### src/rtl/mm_pkg.sv
// Shared types and constants of the modular multiplier.
package mm_pkg;

	// Operation of one cell in the chain
	localparam logic [1:0] KIND_REDUCE = 2'd0;
	localparam logic [1:0] KIND_DOUBLE = 2'd1;
	localparam logic [1:0] KIND_ADD    = 2'd2;

	typedef struct packed {
		logic valid;
		logic zero;
	} ctl_t;

endpackage

### src/rtl/mm_cell.sv
// One cell of the chain: a single modular shift, double or add step.
module mm_cell #(
	parameter int WIDTH = 64
) (
	input  logic              clk,
	input  logic              arst_n,
	input  logic              en,
	input  logic [1:0]        kind,
	input  mm_pkg::ctl_t      prev_ctl,
	input  logic [WIDTH-1:0]  prev_r,
	input  logic [WIDTH-1:0]  prev_m,
	input  logic [WIDTH-1:0]  prev_x,
	input  logic [WIDTH-1:0]  prev_bits,
	output mm_pkg::ctl_t      ctl,
	output logic [WIDTH-1:0]  r,
	output logic [WIDTH-1:0]  m,
	output logic [WIDTH-1:0]  x,
	output logic [WIDTH-1:0]  bits
);

	mm_pkg::ctl_t     ctl_q;
	logic [WIDTH-1:0] r_q, m_q, x_q, bits_q;

	logic [WIDTH-1:0] addend;
	logic             cin;
	logic [WIDTH-1:0] bits_nxt;
	logic [WIDTH:0]   sum;
	logic [WIDTH:0]   diff;
	logic [WIDTH-1:0] r_nxt;

	always_comb begin
		addend   = '0;
		cin      = 1'b0;
		bits_nxt = prev_bits;
		case (kind)
			mm_pkg::KIND_REDUCE: begin
				// shift the next dividend bit into the remainder
				addend   = prev_r;
				cin      = prev_bits[WIDTH-1];
				bits_nxt = {prev_bits[WIDTH-2:0], 1'b0};
			end
			mm_pkg::KIND_DOUBLE: begin
				addend = prev_r;
			end
			mm_pkg::KIND_ADD: begin
				addend   = prev_bits[WIDTH-1] ? prev_x : '0;
				bits_nxt = {prev_bits[WIDTH-2:0], 1'b0};
			end
			default: begin
				addend = '0;
			end
		endcase
		// both terms are below the modulus, so one subtract brings it back in range
		sum   = {1'b0, prev_r} + {1'b0, addend} + {{WIDTH{1'b0}}, cin};
		diff  = sum - {1'b0, prev_m};
		r_nxt = (sum >= {1'b0, prev_m}) ? diff[WIDTH-1:0] : sum[WIDTH-1:0];
	end

	always_ff @(posedge clk or negedge arst_n) begin
		if (!arst_n) begin
			ctl_q <= '0;
		end else if (en) begin
			ctl_q <= prev_ctl;
		end
	end

	always_ff @(posedge clk) begin
		if (en) begin
			r_q    <= r_nxt;
			m_q    <= prev_m;
			x_q    <= prev_x;
			bits_q <= bits_nxt;
		end
	end

	assign ctl  = ctl_q;
	assign r    = r_q;
	assign m    = m_q;
	assign x    = x_q;
	assign bits = bits_q;

endmodule

### config.mk
export PLATFORM = sky130hd
export DESIGN_NAME = mm_cell
export DESIGN_NICKNAME = d
export VERILOG_FILES = /design/src/rtl/mm_pkg.sv /design/src/rtl/mm_cell.sv
export SDC_FILE = /design/constraint.sdc
export NUM_CORES = 1
export LEC_CHECK = 0
export BUFFER_PORTS_ARGS = -buffer_cell sky130_fd_sc_hd__buf_2
export CORE_MARGIN = 2
export CORE_UTILIZATION = 45
export CTS_CLUSTER_SIZE = 12
export DETAILED_ROUTE_END_ITERATION = 12
export PLACE_DENSITY = 0.8
export SLEW_MARGIN = 20
export SYNTH_ARGS = -nofsm -noshare
export SYNTH_HDL_FRONTEND = slang
export SYNTH_SLANG_ARGS = --single-unit
export TNS_END_PERCENT = 1
### constraint.sdc
create_clock -name clk -period 1.2 [get_ports clk]
set_clock_uncertainty 0.1 [all_clocks]
set_input_delay 0.18 -clock clk [delete_from_list [all_inputs] [get_ports clk]]
set_output_delay 0.18 -clock clk [all_outputs]
set_load 0.01 [all_outputs]
==> flow_summary.toml, run 1 <==
[status]
outcome = "finished with violations"
violations = "negative setup slack"

[sta]
fin_ws_ps = -4610
min_period_ps = 5810
hold_viol_final = 0
finalSetupTns_ps = -340120
fin_crit_sh = 4.84
worst_pin_slew_ps = 794
setup_viol = 322
fmax_mhz = 172
rsz0062_at_grt = "true"
maxSlewViolCount = 0
maxSlewHeadroom = 0.471

[synth]
synth_top_family_by_area = "compound AO/OA/AOI/OAI gates"
synth_largest_area_cell = "edfxtp_1"
synth-compound-area-share = 0.191
synthAdderAreaFrac = 0.0907
synth_area_mm2 = 0.0182
yosys_warnings = 0
synth_cell_types = 91
synth_seq_cells = 258
synth_ff_type = "edfxtp_1"
yosys.area_share.simple = 0.119
synth_seq_area_share = 0.425
synth.avg_cell_area_um2 = 9.88
synth_edf_count = 256
synthArstFlopShare = 0.00775
synth_top_cell_area_share = 0.423
syn_nets = 2234
synthCells = 1841
synth_area_leaders = "edfxtp_1 42%, ha_1 8.7%, a21oi_1 4.7%"
synthMuxAreaShare = 0.0629
synth_xor_xnor_area_share = 0.0544

[routing]
drt-pass1-iter-count = 6
vias = 20600
wl_per_cell_um = 21.0
drtAntennaViolNets = 0
vias_per_cell = 5.57
drt_iter0_drc = 1539
wl_mm = 77.8
drc = 0

[final_layout]
nets = 3537
filler_cell_count = 2527
synthToLayoutAreaGrowth_pct = 64.1
mostFrequentLayoutCell = "buf_4"
drive_gt1_frac = 0.458
utilization = 0.750
final_cell_mix = "604 x buf_4, 506 x buf_2, 256 x edfxtp_1, 197 x dlygate4sd3_1, 161 x inv_1"

[floorplan]
fp.coreArea_mm2 = 0.0398
start_util = 0.457
die_x_um = 205
die_y_um = 205
rows = 73
die-area_mm2 = 0.0420
top_level_ports = 521

[pwr]
p_leak_nw = 14.0
p_per_area_mw_per_mm2 = 1470
p_sw_frac = 0.363
pwr-share-clk = 0.192
peakVddDrop_mv = 1.14
comb_power_share = 0.521
p_int_mw = 27.9
p_seq_frac = 0.287
switchingPower_mw = 15.9

[worst_setup_path]
cp.required_ps = 1420
reg2reg_slack_ps = 300
r2r_cells = 1
slowest_stage = "or3b_4"
max_stage_delay_ps = 450
path_max_fanout = 8
end_kind = "flip-flop"
path_class = "in -> reg"
crit_path_start_kind = "primary input"
critPathArrivalTime_ps = 6030

[cts]
cts_tree = "built"
cts.sinks = 258
cts.reportedPaths.clkPinSlew_ps = 60
cts-buffers-inserted = 29
insertion_delay_ps = 560
ctsRootBufferMaster = "clkbuf_16"
htree_levels = 1
cts.path.max_buffers = 3

[placed_design]
hpwl_mm = 51.5
gp_congestion = 0.928
io_buffer_count = 520

[global_route]
track_usage = 0.342
grt_pass1_vias = 20700
grt_max_degree = 65
grt_pass1_wl_mm = 111
antenna_found_initial = 7
grt_overflow = 0

[worst_hold_path]
holdPathStages = 4
hp-class = "in -> reg"

[run]
maxCapViolations = 0
[through the flow]
step	hold WS (ps)	instances	instance area [µm²]	total power, mW	setup WS (ps)
after global routing	197	3693	29800	45.6	-4780
after floorplan	-216	1841	18300	22.6	-4660
after global placement	-124	3371	25400	31.3	-5000
after detailed placement	-120	3371	25400	31.7	-5110
final	202	3697	29900	43.8	-4610
after CTS	173	3661	29100	41.5	-4360
[registers in the layout (all words and copies together) (netlist names)]
name and count:
bits 64, m 64, r 64, x 64, ctl 2
[final cells by class]
type / count / area (µm²) / area share
antenna: 7 / 17.5 / 0.000587
clock buffer: 36 / 752 / 0.0252
multi-input combinational: 1336 / 10100 / 0.337
inverter: 162 / 608 / 0.0204
sequential: 258 / 7740 / 0.259
clock inverter: 16 / 110 / 0.00369
timing repair buffer: 1357 / 9900 / 0.332
tap: 525 / 657 / 0.0220
[final timing paths]
| check | startpoint | end |
|---|---|---|
| max | kind[0] | r[42] |
| min | kind[0] | r[0] |
| max reg2reg | ctl[0] | ctl[0] |
| min reg2reg | ctl[1] | ctl[1] |
| max in group asynchronous | arst_n | ctl[1] |
| min in group asynchronous | arst_n | ctl[0] |
[repair_timing]
item                                    in CTS  in global routing
gates resized for setup                    107                 82
buffers inserted                            36                 23
pin swaps                                   55                 51
hold buffers                               197                  0
endpoints found under the setup margin     322                347
hold endpoints to repair                   197                  0
cloned                                       6                  6
[cell usage after synthesis (7+ instances only)]
cell type and instances:
o31ai_1 7, buf_6 12, and2_1 9, mux2i_1 7, o21ai_0 133, xnor2_1 79, ha_1 127, a21o_1 63
and3_1 10, nor2b_1 17, buf_2 13, inv_1 162, clkbuf_1 57, a211oi_1 15, o211ai_1 9, nand4_1 34
nor3_1 17, mux2_4 22, o21a_1 15, mux2_2 66, a21oi_2 14, nand2b_1 12, nand2_1 150, nand3_1 40
o21bai_1 29, edfxtp_1 256, xor2_1 34, or3_1 8, a21boi_0 7, nor2_1 122, a21oi_1 171
[cell families after synthesis]
logic type / count (synthesis)
adder cells (fa/ha/maj): 130
multiplexers: 95
buffers and inverters: 247
AO/OA/AOI/OAI: 540
flip-flops: 258
AND/OR/NAND/NOR: 458
XOR/XNOR: 113
[per-layer routing]
| metal | GRT usage | vias up | share of wire |
|---|---|---|---|
| met4 | 0.186 | 2 | 0.063 |
| met5 | 0 | - | 0.000090 |
| li1 | - | 9340 | - |
| met3 | 0.0641 | 340 | 0.084 |
| met1 | 0.387 | 9685 | 0.36 |
| met2 | 0.608 | 1211 | 0.49 |
[power groups by stage]
stage          clock, mW  sequential, mW  combinational (mW)
2_1_floorplan          0            13.0                9.61
3_3_place_gp           0            12.6                18.7
3_5_place_dp           0            12.6                19.1
4_1_cts             8.38            12.4                20.7
5_1_grt             8.81            12.6                24.2
6_report            8.40            12.5                22.8
[critical path: cells and delay by family]
family | cells | cell delay (ps)
buffers and inverters | 9 | 1350
and+or+nand+nor | 5 | 1240
xor gates and xnor gates | 1 | 290
AOI/OAI and AO/OA | 14 | 2320
adders and majority gates | 2 | 620
Note: power is estimated with default switching activity, not from simulation.
==> inputs of run 2 (changes only) <==
--- a/config.mk
+++ b/config.mk
@@ -6,6 +6,7 @@
 export NUM_CORES = 1
 export LEC_CHECK = 0
 export BUFFER_PORTS_ARGS = -buffer_cell sky130_fd_sc_hd__buf_2
+export CORE_ASPECT_RATIO = 0.9
 export CORE_MARGIN = 2
 export CORE_UTILIZATION = 45
 export CTS_CLUSTER_SIZE = 12
==> flow_summary.toml, run 2 (synthesis gave the netlist of run 1 again) <==
[global_route]
grt-busiest-layer = "met2"
grt_pass1_vias = 20600
antenna_found_initial = 4
grt_max_degree = 65
grt_pass1_wl_mm = 113
use_met3 = 0.0615
grt_overflow = 0
grt.met1_usage = 0.392
track_usage = 0.340
met2_usage = 0.609

[run]
maxCapViolations = 0

[sta]
maxSlewViolCount = 0
hold_viol_final = 0
fin_crit_sh = 4.70
fmax_mhz = 177
min_period_ps = 5640
worst_pin_slew_ps = 801
rsz0062_at_grt = "true"
fin_ws_ps = -4440
setup_viol = 322
maxSlewHeadroom = 0.466

[cts]
cts_tree = "built"
insertion_delay_ps = 590
cts.sinks = 258
cts.reportedPaths.clkPinSlew_ps = 70
cts-buffers-inserted = 30
cts.path.max_buffers = 3
ctsRootBufferMaster = "clkbuf_16"
htree_levels = 1

[worst_setup_path]
max_stage_delay_ps = 460
crit_path_start_kind = "primary input"
reg2reg_slack_ps = 330
r2r_cells = 1
crit_end = "r[10]"
slowest_stage = "or3b_4"
end_kind = "flip-flop"
worstReg2RegEnd = "ctl[0]"
rr_startpoint = "ctl[0]"
startpoint = "kind[0]"
path_class = "in -> reg"
path_max_fanout = 23
cp.required_ps = 1460
critPathArrivalTime_ps = 5900
crit_top_cell = "a21oi_2"

[floorplan]
fp.coreArea_mm2 = 0.0397
start_util = 0.458
rows = 69
die-area_mm2 = 0.0420
die_x_um = 216
die_y_um = 195
top_level_ports = 521

[final_layout]
filler_cell_count = 2637
synthToLayoutAreaGrowth_pct = 62.8
drive_gt1_frac = 0.449
nets = 3525
seqCellArea_mm2 = 0.00774
mostFrequentLayoutCell = "buf_4"
multi_input_comb_area_mm2 = 0.00985
instances_no_fill = 3690
stdcell_area_mm2 = 0.0296
final_cell_mix = "599 x buf_4, 499 x buf_2, 256 x edfxtp_1, 197 x dlygate4sd3_1, 162 x inv_1"

[status]
outcome = "finished with violations"
violations = "negative setup slack"

[routing]
drt_iter0_drc = 1543
vias_per_cell = 5.44
vias = 20100
drtAntennaViolNets = 0
wl_per_cell_um = 20.5
drt-pass1-iter-count = 5
wl_mm = 75.6
drc = 0

[pwr]
p_per_area_mw_per_mm2 = 1490
p_leak_nw = 13.9
peakVddDrop_mv = 1.16
total_power_mw = 44.0

[placed_design]
gp_congestion = 0.978
hpwl_mm = 54.8
io_buffer_count = 520
dp.cells = 3403
dp_slack_ps = -5210
place_area_mm2 = 0.0257

[worst_hold_path]
hp-class = "in -> reg"
[run 2: cell types whose count changed in the layout (fill, tap and decap cells not counted), moves of 4 or more]
cell,previous run,this run
o21ai_0,116,121
buf_12,12,16
o21ai_2,11,7
buf_6,22,26
buf_2,506,499
ha_1,122,118
nor2_1,93,105
ha_2,2,7
buf_4,604,599
nor2_2,30,21
[run 2: cell type report]
cell class	count	share of cell area
sequential	258	0.261
clock buffer	35	0.0260
multi-input combinational	1336	0.333
clock inverter	19	0.00752
tap	532	0.0225
inverter	162	0.0205
timing repair buffer	1344	0.329
antenna	4	0.000338
[run 2: worst min-delay path by stage]
stage | cells past startpoint | endpoint | from | slack, ps
floorplan | 0 | ctl[0] | arst_n | -220
global placement | 1 | ctl[1] | arst_n | -140
detailed placement | 1 | ctl[0] | arst_n | -130
CTS | 3 | r[0] | prev_m[0] | 100
global route | 3 | r[0] | prev_m[0] | 130
finish | 3 | r[0] | prev_m[0] | 120
[run 2: critical path, delay by kind of cell]
kind / cells / cell delay (ps)
AO/OA/AOI/OAI: 13 / 2250
AND/OR/NAND/NOR: 6 / 1580
buffers and inverters: 7 / 1030
adder cells (fa/ha/maj): 2 / 620
XOR/XNOR: 1 / 190
[run 2: timing repair]
item | in CTS | in global routing
setup endpoints to repair | 322 | 322
hold buffers | 197 | 0
pin swaps | 33 | 26
hold endpoints to repair | 224 | 0
resized for setup | 85 | 56
setup buffers | 9 | 18
gates cloned | 4 | 1
[run 2: through the flow]
stage	utilization	hold WS, ps	TNS [ps]
2_1_floorplan	-	-216	-304980
4_1_cts	0.735	95.0	-322610
3_5_place_dp	0.648	-133	-360220
3_3_place_gp	0.648	-135	-367200
6_report	0.746	124	-333980
5_1_grt	0.746	130	-353440
[run 2: metal layers]
layer	up-vias	share of wire
met1	9546	0.38
li1	9328	-
met5	-	0.00017
met4	2	0.057
met3	249	0.070
met2	958	0.49
[run 2: power by group]
group	switching [mW]	internal, mW
sequential	0.683	11.8
clock	4.08	5.45
combinational	10.8	11.2
total	15.6	28.4
==> inputs of run 3 (changes only) <==
--- a/config.mk
+++ b/config.mk
@@ -5,13 +5,14 @@
 export SDC_FILE = /design/constraint.sdc
 export NUM_CORES = 1
 export LEC_CHECK = 0
-export BUFFER_PORTS_ARGS = -buffer_cell sky130_fd_sc_hd__buf_2
 export CORE_ASPECT_RATIO = 0.9
 export CORE_MARGIN = 2
 export CORE_UTILIZATION = 45
 export CTS_CLUSTER_SIZE = 12
 export DETAILED_ROUTE_END_ITERATION = 12
-export PLACE_DENSITY = 0.8
+export DONT_BUFFER_PORTS = 1
+export PLACE_DENSITY = 0.69
+export RECOVER_POWER = 25
 export SLEW_MARGIN = 20
 export SYNTH_ARGS = -nofsm -noshare
 export SYNTH_HDL_FRONTEND = slang
==> flow_summary.toml, run 3 (synthesis gave the netlist of run 1 again) <==
[run]
maxCapViolations = 0

[floorplan]
fp.coreArea_mm2 = 0.0397
die_x_um = 216
die-area_mm2 = 0.0420
top_level_ports = 521
rows = 69
start_util = 0.458
die_y_um = 195

[worst_setup_path]
critPathArrivalTime_ps = 5870
path_max_fanout = 66
crit_path_start_kind = "primary input"
end_kind = "flip-flop"
path_class = "in -> reg"
cp.required_ps = 1430

[routing]
drtAntennaViolNets = 0
drt_iter0_drc = 1320
drt-pass1-iter-count = 5
vias = 17500
vias_per_cell = 5.62
wl_mm = 68.8
wl_per_cell_um = 22.1
drc = 0

[sta]
maxSlewHeadroom = 0.652
fin_crit_sh = 4.70
rsz0062_at_grt = "true"
hold_viol_final = 322
worst_pin_slew_ps = 516
setup_viol = 322
maxSlewViolCount = 0
fmax_mhz = 177
min_period_ps = 5640
whs_ps = -392
fin_ws_ps = -4440

[pwr]
p_leak_nw = 11.7
peakVddDrop_mv = 1.14
p_per_area_mw_per_mm2 = 1580

[status]
violations = "negative hold slack, negative setup slack"
outcome = "finished with violations"

[placed_design]
gp_congestion = 0.946
dp.cells = 2799
dp_slack_ps = -5120
hpwl_mm = 47.8
io_buffer_count = 0

[final_layout]
seqCellArea_mm2 = 0.00774
filler_cell_count = 2900
mostFrequentLayoutCell = "buf_4"
drive_gt1_frac = 0.349
final_cell_mix = "550 x buf_4, 256 x edfxtp_1, 196 x dlygate4sd3_1, 160 x inv_1, 142 x nand2_1"
utilization = 0.676
multi_input_comb_area_mm2 = 0.0102
synthToLayoutAreaGrowth_pct = 47.7
nets = 2957
instances_no_fill = 3115

[cts]
cts.reportedPaths.clkPinSlew_ps = 60
cts.sinks = 258
cts_hold_buf = 196
cts.path.max_buffers = 3
htree_levels = 1
ctsRootBufferMaster = "clkbuf_16"
cts_tree = "built"
insertion_delay_ps = 590
cts-buffers-inserted = 29

[global_route]
antenna_found_initial = 1
grt_pass1_vias = 18000
grt_pass1_wl_mm = 101
grt_overflow = 0
grt_max_degree = 259
track_usage = 0.307

[worst_hold_path]
hp-class = "in -> reg"
run 3: changes by cell type in the layout (fill, tap and decap cells not counted), moves of 6 or more:
cell	before	now
buf_4	599	550
ha_4	2	9
buf_12	16	9
a21oi_1	149	139
a21oi_2	34	44
buf_6	26	13
buf_2	499	0
nor2_2	21	27
o21ai_0	121	110
nor2_1	105	97
run 3: routing by layer:
| layer | vias to the layer above | global-route usage | routed length (µm) |
|---|---|---|---|
| met5 | - | 0 | 0 |
| met4 | 0 | 0.131 | 3440 |
| met3 | 185 | 0.0693 | 5510 |
| met2 | 863 | 0.549 | 34100 |
| met1 | 8294 | 0.351 | 25800 |
| li1 | 8155 | - | - |
run 3: timing repair:
| action | 4_1_cts | 5_1_grt |
|---|---|---|
| gates resized for setup | 108 | 103 |
| setup buffers | 33 | 32 |
| cloned | 5 | 3 |
| pin swaps | 42 | 91 |
| setup endpoints to repair | 322 | 322 |
| hold endpoints to repair | 453 | 322 |
run 3: path summary, 6_finish.rpt:
kind	startpoint	end	slack, ps	depth (start not counted)
setup / recovery	kind[0]	r[6]	-4440	28
hold / removal	en	x[43]	-390	0
setup reg to reg	ctl[0]	ctl[0]	270	1
hold reg to reg	ctl[1]	ctl[1]	520	1
max in group asynchronous	arst_n	ctl[1]	600	2
min in group asynchronous	arst_n	ctl[0]	270	2
run 3: final cells by class:
class                   count  area share
diodes                      1   0.0000932
clock buffers              34      0.0277
clock inverters            15     0.00899
inverters                 162      0.0226
multi-input cells        1336       0.381
flip-flops and latches    258       0.288
well taps                 532      0.0248
repair buffers            777       0.246
run 3: metrics by stage:
stage          power (mW)  hold slack (ps)  cell area (µm²)  setup TNS, ps
6_report             42.4             -392            26900        -306980
5_1_grt              44.3             -415            26900        -320790
4_1_cts              41.1             -407            26200        -298920
3_5_place_dp         29.9             -216            22400        -323410
3_3_place_gp         29.6             -216            22400        -323470
2_1_floorplan        22.6             -216            18300        -304980
run 3: critical path, cell delays in order:
cell       delay [ps]
and3b_2           250
buf_12            170
buf_12            150
buf_4             140
nand2_1            80
o21ai_2            70
ha_1              300
buf_4             160
nand4_1           170
nor2_2            230
nand2_1            90
a21oi_1           120
buf_4             170
o2111ai_2         190
and3_4            270
o31ai_2           310
xor2_1            290
ha_1              300
a21o_1            200
a21o_1            200
a21oi_2           170
o21ai_1            70
a21o_1            180
a221oi_2          270
or3b_4            480
buf_12            160
clkbuf_16         160
mux2_4            290
run 3: power breakdown:
group | internal [mW] | total [mW] | leakage, nW | switching, mW
Combinational | 10.2 | 19.3 | 8.69 | 9.15
Clock | 5.70 | 9.55 | 0.475 | 3.85
Sequential | 11.8 | 13.5 | 2.53 | 1.70
Total | 27.7 | 42.4 | 11.7 | 14.7
